## src/hdl/fpcs_pkg.sv

```systemverilog
// fpcs_pkg: constants, word classes and cost function for the fpc page size core
package fpcs_pkg;

  localparam int unsigned NUM_CLASSES = 6;
  localparam int unsigned COST_W = 6;

  // configuration register indexes
  localparam logic [1:0] CFG_LINE_WORDS = 2'd0;
  localparam logic [1:0] CFG_PAGE_LINES = 2'd1;
  localparam logic [1:0] CFG_INDEX_BITS = 2'd2;

  localparam logic [6:0] RST_LINE_WORDS = 7'd16;
  localparam logic [8:0] RST_PAGE_LINES = 9'd64;
  localparam logic [3:0] RST_INDEX_BITS = 4'd4;

  localparam logic [31:0] CLASS_MASK [NUM_CLASSES] = '{
    32'h0000_0000, 32'h0000_0007, 32'h0000_007f,
    32'h0000_7fff, 32'h7fff_0000, 32'h007f_007f
  };
  localparam logic [31:0] CLASS_NEG [NUM_CLASSES] = '{
    32'hffff_ffff, 32'hffff_fff8, 32'hffff_ff80,
    32'hffff_8000, 32'hffff_ffff, 32'hff80_ff80
  };
  localparam logic [COST_W-1:0] CLASS_COST [NUM_CLASSES] = '{
    6'd6, 6'd7, 6'd11, 6'd19, 6'd19, 6'd19
  };
  localparam logic [COST_W-1:0] COST_REP_BYTE = 6'd11;
  localparam logic [COST_W-1:0] COST_RAW      = 6'd32;

  // first matching class wins, so walk from the last class down
  function automatic logic [COST_W-1:0] word_cost(input logic [31:0] w);
    logic [COST_W-1:0] c;
    c = COST_RAW;
    if (w == {4{w[7:0]}}) begin
      c = COST_REP_BYTE;
    end
    for (int j = NUM_CLASSES - 1; j >= 0; j--) begin
      if (((w | CLASS_MASK[j]) == CLASS_MASK[j]) || (w[31] && (w >= CLASS_NEG[j]))) begin
        c = CLASS_COST[j];
      end
    end
    return c;
  endfunction

endpackage

```

## src/hdl/fpc_page_compressed_size_core.sv

```systemverilog
// fpc_page_compressed_size_core: frequent pattern compressed size of a page of 32-bit words
//
//  channel  | direction | contents
//  s_axis   | in        | tdata: data_word[31:0]
//  m_axis   | out       | tdata: page_bytes[16:0], lines_compressed[25:17], zeros; tuser: overflowed
//  cfg      | in        | cfg_index_i: register index, cfg_data_i: value (low bits used)
//
//  one word per cycle unless a page-closing word stalls; a word is held in the input
//  register, and its page result is registered in the result register for m_axis
//  rst_ni clears counters, pipeline valids and loads the default configuration
//  a word that closes a page waits in the input register while the result register
//  is full and not taken; other words never stall
//  a configuration write clears the page in progress
module fpc_page_compressed_size_core
  import fpcs_pkg::*;
#(
  parameter int unsigned MAX_LINE_WORDS = 64,
  parameter int unsigned MAX_PAGE_LINES = 256
) (
  input  logic        clk_i,
  input  logic        rst_ni,
  input  logic        s_axis_tvalid,
  output logic        s_axis_tready,
  input  logic [31:0] s_axis_tdata,   // data_word
  output logic        m_axis_tvalid,
  input  logic        m_axis_tready,
  output logic [31:0] m_axis_tdata,   // page_bytes, lines_compressed, zero fill
  output logic        m_axis_tuser,   // overflowed
  input  logic        cfg_valid_i,
  output logic        cfg_ready_o,
  input  logic [1:0]  cfg_index_i,
  input  logic [8:0]  cfg_data_i
);

  localparam int unsigned LWW  = $clog2(MAX_LINE_WORDS + 1);
  localparam int unsigned PLW  = $clog2(MAX_PAGE_LINES + 1);
  localparam int unsigned LBW  = $clog2(MAX_LINE_WORDS * 32 + 1);
  localparam int unsigned LYW  = $clog2(MAX_LINE_WORDS * 4 + 1);
  localparam int unsigned PTW  = $clog2(MAX_PAGE_LINES * MAX_LINE_WORDS * 4 + 1);
  localparam int unsigned SUMW = PTW + 1;
  localparam int unsigned IPW  = PLW + 4;

  // configuration registers
  logic [6:0] cfg_lw_q;
  logic [8:0] cfg_pl_q;
  logic [3:0] cfg_ib_q;
  logic       cfg_wr;

  // derived configuration
  logic [LWW-1:0]  lw_d, lw_q;
  logic [PLW-1:0]  pl_d, pl_q;
  logic [LYW-1:0]  line_size_d, line_size_q;
  logic [PTW-1:0]  page_cap_d, page_cap_q;
  logic [SUMW-1:0] index_bytes_d, index_bytes_q;
  logic [IPW-1:0]  index_prod;

  // input register
  logic        s1_valid_q;
  logic [31:0] s1_word_q;
  logic        s1_go;

  // page state
  logic [LWW-1:0] wil_d, wil_q;
  logic [PLW-1:0] lip_d, lip_q;
  logic [LBW-1:0] lbits_d, lbits_q;
  logic [PTW-1:0] page_d, page_q;
  logic [PLW-1:0] small_d, small_q;

  logic [COST_W-1:0] cost;
  logic [LBW:0]      lbits_sum;
  logic [LBW:0]      lbits_rnd;
  logic [LYW-1:0]    line_bytes;
  logic [SUMW-1:0]   page_sum;
  logic [SUMW-1:0]   total;
  logic [PLW-1:0]    small_sum;
  logic              line_end;
  logic              page_end;
  logic              over;

  // result register
  logic        out_valid_d, out_valid_q;
  logic [16:0] out_bytes_d, out_bytes_q;
  logic [8:0]  out_lines_d, out_lines_q;
  logic        out_over_d, out_over_q;

  assign cfg_ready_o = 1'b1;
  assign cfg_wr = cfg_valid_i && ((cfg_index_i == CFG_LINE_WORDS) ||
                                  (cfg_index_i == CFG_PAGE_LINES) ||
                                  (cfg_index_i == CFG_INDEX_BITS));

  always_comb begin
    if (cfg_lw_q == 7'd0) begin
      lw_d = LWW'(1);
    end else if (int'(cfg_lw_q) > int'(MAX_LINE_WORDS)) begin
      lw_d = LWW'(MAX_LINE_WORDS);
    end else begin
      lw_d = LWW'(cfg_lw_q);
    end
    if (cfg_pl_q == 9'd0) begin
      pl_d = PLW'(1);
    end else if (int'(cfg_pl_q) > int'(MAX_PAGE_LINES)) begin
      pl_d = PLW'(MAX_PAGE_LINES);
    end else begin
      pl_d = PLW'(cfg_pl_q);
    end
    line_size_d   = LYW'(lw_d) << 2;
    page_cap_d    = (PTW'(pl_d) * PTW'(lw_d)) << 2;
    index_prod    = IPW'(cfg_ib_q) * IPW'(pl_d);
    index_bytes_d = SUMW'(index_prod >> 3);
  end

  always_ff @(posedge clk_i) begin
    lw_q          <= lw_d;
    pl_q          <= pl_d;
    line_size_q   <= line_size_d;
    page_cap_q    <= page_cap_d;
    index_bytes_q <= index_bytes_d;
  end

  // line and page boundaries depend on counters and the registered configuration only
  assign line_end = ((LWW + 1)'(wil_q) + 1'b1) >= (LWW + 1)'(lw_q);
  assign page_end = line_end && (((PLW + 1)'(lip_q) + 1'b1) >= (PLW + 1)'(pl_q));

  assign s1_go = s1_valid_q && (!page_end || !out_valid_q || m_axis_tready);
  assign s_axis_tready = !s1_valid_q || s1_go;

  always_comb begin
    cost       = word_cost(s1_word_q);
    lbits_sum  = (LBW + 1)'(lbits_q) + (LBW + 1)'(cost);
    lbits_rnd  = lbits_sum + (LBW + 1)'(7);
    line_bytes = LYW'(lbits_rnd >> 3);
    page_sum   = SUMW'(page_q) + SUMW'(line_bytes);
    small_sum  = small_q + PLW'(line_bytes < line_size_q);
    total      = page_sum + index_bytes_q;
    over       = total > SUMW'(page_cap_q);

    wil_d   = wil_q;
    lip_d   = lip_q;
    lbits_d = lbits_q;
    page_d  = page_q;
    small_d = small_q;

    out_valid_d = out_valid_q && !m_axis_tready;
    out_bytes_d = out_bytes_q;
    out_lines_d = out_lines_q;
    out_over_d  = out_over_q;

    if (cfg_wr) begin
      wil_d   = '0;
      lip_d   = '0;
      lbits_d = '0;
      page_d  = '0;
      small_d = '0;
    end else if (s1_go) begin
      if (!line_end) begin
        wil_d   = wil_q + 1'b1;
        lbits_d = LBW'(lbits_sum);
      end else if (!page_end) begin
        wil_d   = '0;
        lbits_d = '0;
        lip_d   = lip_q + 1'b1;
        page_d  = PTW'(page_sum);
        small_d = small_sum;
      end else begin
        wil_d       = '0;
        lbits_d     = '0;
        lip_d       = '0;
        page_d      = '0;
        small_d     = '0;
        out_valid_d = 1'b1;
        out_bytes_d = over ? 17'(page_cap_q) : 17'(total);
        out_lines_d = 9'(small_sum);
        out_over_d  = over;
      end
    end
  end

  always_ff @(posedge clk_i or negedge rst_ni) begin
    if (!rst_ni) begin
      cfg_lw_q    <= RST_LINE_WORDS;
      cfg_pl_q    <= RST_PAGE_LINES;
      cfg_ib_q    <= RST_INDEX_BITS;
      s1_valid_q  <= 1'b0;
      wil_q       <= '0;
      lip_q       <= '0;
      lbits_q     <= '0;
      page_q      <= '0;
      small_q     <= '0;
      out_valid_q <= 1'b0;
    end else begin
      if (cfg_valid_i) begin
        unique case (cfg_index_i)
          CFG_LINE_WORDS: cfg_lw_q <= cfg_data_i[6:0];
          CFG_PAGE_LINES: cfg_pl_q <= cfg_data_i;
          CFG_INDEX_BITS: cfg_ib_q <= cfg_data_i[3:0];
          default: ;
        endcase
      end
      if (s_axis_tready) begin
        s1_valid_q <= s_axis_tvalid;
      end
      wil_q       <= wil_d;
      lip_q       <= lip_d;
      lbits_q     <= lbits_d;
      page_q      <= page_d;
      small_q     <= small_d;
      out_valid_q <= out_valid_d;
    end
  end

  always_ff @(posedge clk_i) begin
    if (s_axis_tready && s_axis_tvalid) begin
      s1_word_q <= s_axis_tdata;
    end
    out_bytes_q <= out_bytes_d;
    out_lines_q <= out_lines_d;
    out_over_q  <= out_over_d;
  end

  assign m_axis_tvalid = out_valid_q;
  assign m_axis_tdata  = {6'd0, out_lines_q, out_bytes_q};
  assign m_axis_tuser  = out_over_q;

endmodule
```

## config.mk

```make
export PLATFORM = sky130hd
export DESIGN_NAME = fpc_page_compressed_size_core
export DESIGN_NICKNAME = d
export VERILOG_FILES = /design/src/hdl/fpcs_pkg.sv /design/src/hdl/fpc_page_compressed_size_core.sv
export SDC_FILE = /design/constraint.sdc
export NUM_CORES = 1
export LEC_CHECK = 0
export ABC_AREA = 1
export BUFFER_PORTS_ARGS = -buffer_cell sky130_fd_sc_hd__buf_2
export CORE_MARGIN = 4
export CORE_UTILIZATION = 61
export CTS_BUF_LIST = sky130_fd_sc_hd__clkbuf_2
export DETAILED_ROUTE_END_ITERATION = 12
export PLACE_DENSITY = 0.8
export SLEW_MARGIN = 30
export SYNTH_ARGS = -nofsm -noshare
export SYNTH_HDL_FRONTEND = slang
export SYNTH_SLANG_ARGS = --single-unit
```

## constraint.sdc

```tcl
create_clock -name clk_i -period 19.55 [get_ports clk_i]
set_clock_uncertainty 0.15 [all_clocks]
set_input_delay 1.955 -clock clk_i [delete_from_list [all_inputs] [get_ports clk_i]]
set_output_delay 1.955 -clock clk_i [all_outputs]
set_load 0.02 [all_outputs]
```

==> flow_summary.rst <==
.. list-table::
   :header-rows: 1

   * - Metric
     - Value
   * - Standard cell core area
     - 21200 µm²
   * - Crit Reg-Reg Startpoint
     - s1_word_q[20]$_DFFE_PP_
   * - Pleak
     - 7.54 nW
   * - Last weighted congestion value of the routability-driven placer
     - 0.951
   * - Mean area per synthesized cell
     - 7.83 µm²
   * - Number of buffers inserted for hold repair after clock tree synthesis
     - 0
   * - Biggest fanout along the worst timing path
     - 18
   * - Critical Path Max Stage Delay
     - 0.62 ns
   * - Flop-to-flop setup slack
     - 11.41 ns
   * - Cell area after synthesis
     - about 13000 µm²
   * - Final hold vios
     - 0
   * - Clock input transition at the sequential cells of the worst setup and hold paths
     - 0.32 ns
   * - Clock sink count
     - approximately 180
   * - Endpoint of the lowest-slack register-to-register path
     - out_bytes_q[15]$_DFFE_PP_
   * - Prevailing post-synth register cell
     - sky130_fd_sc_hd__dfrtp_1
   * - Clock latency at the later pin of the worst-skew pair
     - about 0.79 ns
   * - Height of the die
     - 156 µm
   * - Max Clock Freq
     - 0.123 GHz
   * - Clock buffer count from CTS
     - 17
   * - Post-CTS setup repair buffer count
     - 0
   * - Clock tree root driver cell
     - sky130_fd_sc_hd__clkbuf_2
   * - Pin slew with the least headroom to its limit
     - just under 0.9 ns
   * - Die width
     - 156 µm
   * - GRT Resource Usage Total
     - 0.261
   * - Async set or reset register ratio after synthesis
     - 0.432
   * - Yosys Warn Count
     - 0
   * - Setup TNS after final layout
     - 0 ns
   * - Max-slew headroom at the worst pin
     - 0.416
   * - Initial Utilization
     - 0.626
   * - Avg WL per Cell
     - 14.9 µm
   * - Vias/cell
     - approximately 5.4
   * - DRT antenna net count
     - 0
   * - Initial antenna violation count
     - 2
   * - Number of nets in the final layout
     - approximately 2000
   * - Crit Path Category
     - reg2reg
   * - Most common cell after layout, fill and taps aside
     - sky130_fd_sc_hd__nand2_1
   * - Top library cells by usage in the layout, fill and taps aside
     - sky130_fd_sc_hd__nand2_1 (449), sky130_fd_sc_hd__inv_1 (268), sky130_fd_sc_hd__nor2_1 (153)
   * - Post-route core utilization
     - 0.666
   * - Worst hold path stage count
     - 2
   * - Critical-path cell with the highest stage delay
     - sky130_fd_sc_hd__nor4_1
   * - Length of the first detailed-routing pass in iterations
     - 5
   * - Critical Path RT
     - 20.00 ns
   * - Highest ir drop seen on vdd
     - 0.0516 mV
   * - Count of instances resized after the clock tree is built
     - 0
   * - Number of buffers on the longest clock path
     - 2
   * - Post-synthesis register bit count
     - about 180
   * - Most frequent cell on the critical path
     - sky130_fd_sc_hd__nand2_1
   * - Final critical delay including setup and external delays
     - between 8 and 9 ns
   * - Detailed Route Iter0 Violations
     - 820
   * - Hpwl dp
     - 23.4 mm
   * - Count of unresolved DRC violations after routing
     - 0
   * - Sort of element at the start of the critical path
     - flip-flop
   * - Vias after detailed routing
     - 11133
   * - Pin count of the biggest net entering global routing
     - 77
   * - Portion of the clock cycle consumed by the worst path in the final layout
     - 0.416
   * - Post-synthesis cell count
     - 1697
   * - Port Buffers
     - between 70 and 80
   * - End point of the worst hold path
     - cfg_pl_q[6]$_DFFE_PN1P_
   * - Unique masters post-synth
     - between 50 and 60
   * - Number of core rows
     - 53
   * - Residual overflow from global routing
     - 0
   * - Setup-failing EPs final
     - 0
   * - Post-synth EDFFs
     - between 50 and 60
   * - Worst R2R Path Depth
     - 51
   * - Number of global-route vias before repair
     - 11203
   * - CTS HTree Levels
     - 4
   * - Power Dens Cells
     - between 80 and 90 nW/µm²
   * - MaxCap Viol Count
     - 0
   * - Fraction of the yosys area taken by sequential cells
     - 0.339
   * - RSZ-0062 raised after global routing
     - false
   * - I/O pin count
     - 84
   * - TritonCTS clock tree
     - yes
   * - Proportion of layout cells with a drive suffix above 1
     - 0.0971
   * - Startpoint of the tightest hold check path
     - cfg_pl_q[6]$_DFFE_PN1P_
   * - Status
     - complete, no violations
   * - Critical path data arrival time
     - 8.59 ns
   * - Synthesis-to-layout area growth
     - 6.36%
   * - Area of the die
     - approximately 24000 µm²
   * - Setup crit end kind
     - flip-flop
   * - Number of pins exceeding their max-slew limit in the final report
     - 0
   * - Wire length reported by the detailed router
     - between 30 and 40 mm
   * - Wire length of the first global-routing pass
     - 51.8 mm
   * - Worst Hold Class
     - reg2reg
[worst max-delay path, delay by kind of cell (launching register included)]
kind | cells | cell delay (ns)
xor+xnor | 1 | 0.21
flops | 1 | 0.51
buf+inv | 7 | 0.48
simple gates | 35 | 4.46
fa+ha+maj | 5 | 1.47
compound gates | 3 | 0.66
[layout make-up]
type | instances | area (µm²)
well taps | 275 | 344
inverters | 275 | 1030
multi-input cells | 1209 | 7520
clock buffers | 17 | 85.1
diodes | 5 | 12.5
repair buffers | 79 | 409
clock inverters | 15 | 228
fillers | 1825 | 7090
flip-flops and latches | 176 | 4500
[report_power, final]
group	switching (mW)	internal, mW
Combinational	0.332	0.176
Sequential	0.0447	0.437
Clock	0.161	0.0611
[logic make-up (layout without fill, tap and decap cells)]
kind of cell             after synthesis  count (layout)  share of synthesized area
other                                  2              12                   0.000565
AO/OA/AOI/OAI                        126             126                     0.0536
flip-flops                           176             176                      0.339
adder cells (fa/ha/maj)              165             165                      0.184
buffers and inverters                317             386                     0.0973
AND/OR/NAND/NOR                      836             836                      0.277
XOR/XNOR                              75              75                     0.0494
[synth_stat cells (all sizes together) (18+ instances only)]
master  number  area share
nand2      475        0.14
inv        274       0.077
nor2       165       0.051
ha         115        0.11
nand3      113       0.047
dfrtp       73        0.14
edfxtp      59        0.13
xor2        56       0.037
fa          50       0.075
a21oi       49       0.018
o21ai       48       0.018
dfxtp       41       0.062
nand4       39       0.019
nor3        26       0.011
buf         24       0.015
xnor2       19       0.013
clkbuf      18      0.0051
[metrics by stage]
stage | hold slack [ns] | power, mW | setup slack (ns) | cells | instance area (µm²)
6_report | 0.373 | 1.21 | 11.41 | 2051 | 14100
5_1_grt | 0.380 | 1.31 | 10.47 | 2051 | 14100
4_1_cts | 0.374 | 1.21 | 11.46 | 2046 | 14100
3_5_place_dp | 0.320 | 0.987 | 11.54 | 2014 | 13800
3_3_place_gp | 0.313 | 0.974 | 11.91 | 2014 | 13800
2_1_floorplan | 0.298 | 0.861 | 12.56 | 1702 | 13300
[flip-flops by register name (all words and copies together) (netlist names)]
| name | cells |
|---|---|
| page_q | 17 |
| m_axis_tuser | 1 |
| out_lines_q | 9 |
| s1_word_q | 32 |
| m_axis_tvalid | 1 |
| cfg_lw_q | 7 |
| lip_q | 9 |
| index_bytes_q | 10 |
| small_q | 9 |
| wil_q | 7 |
| out_bytes_q | 17 |
| s1_valid_q | 1 |
| cfg_ib_q | 4 |
| page_cap_q | 15 |
| lbits_q | 12 |
| pl_q | 9 |
| cfg_pl_q | 9 |
| line_size_q | 7 |
[worst max path at each step]
stage / start / to
2_1_floorplan: s1_word_q[20]$_DFFE_PP_ / out_bytes_q[8]$_DFFE_PP_
3_3_place_gp: s1_word_q[20]$_DFFE_PP_ / out_bytes_q[13]$_DFFE_PP_
3_5_place_dp: s1_word_q[20]$_DFFE_PP_ / out_bytes_q[15]$_DFFE_PP_
4_1_cts: s1_word_q[20]$_DFFE_PP_ / out_bytes_q[15]$_DFFE_PP_
5_1_grt: s1_word_q[20]$_DFFE_PP_ / out_bytes_q[11]$_DFFE_PP_
6_report: s1_word_q[20]$_DFFE_PP_ / out_bytes_q[15]$_DFFE_PP_
[routing by layer]
metal | global-route usage | routed length, µm | up-vias
li1 | - | - | 5504
met1 | 0.347 | 13400 | 5247
met2 | 0.438 | 14700 | 317
met3 | 0.0463 | 1700 | 63
met4 | 0.0855 | 695 | 2
met5 | 0 | 13 | -
No activity file was read; power rests on OpenSTA's default activity.
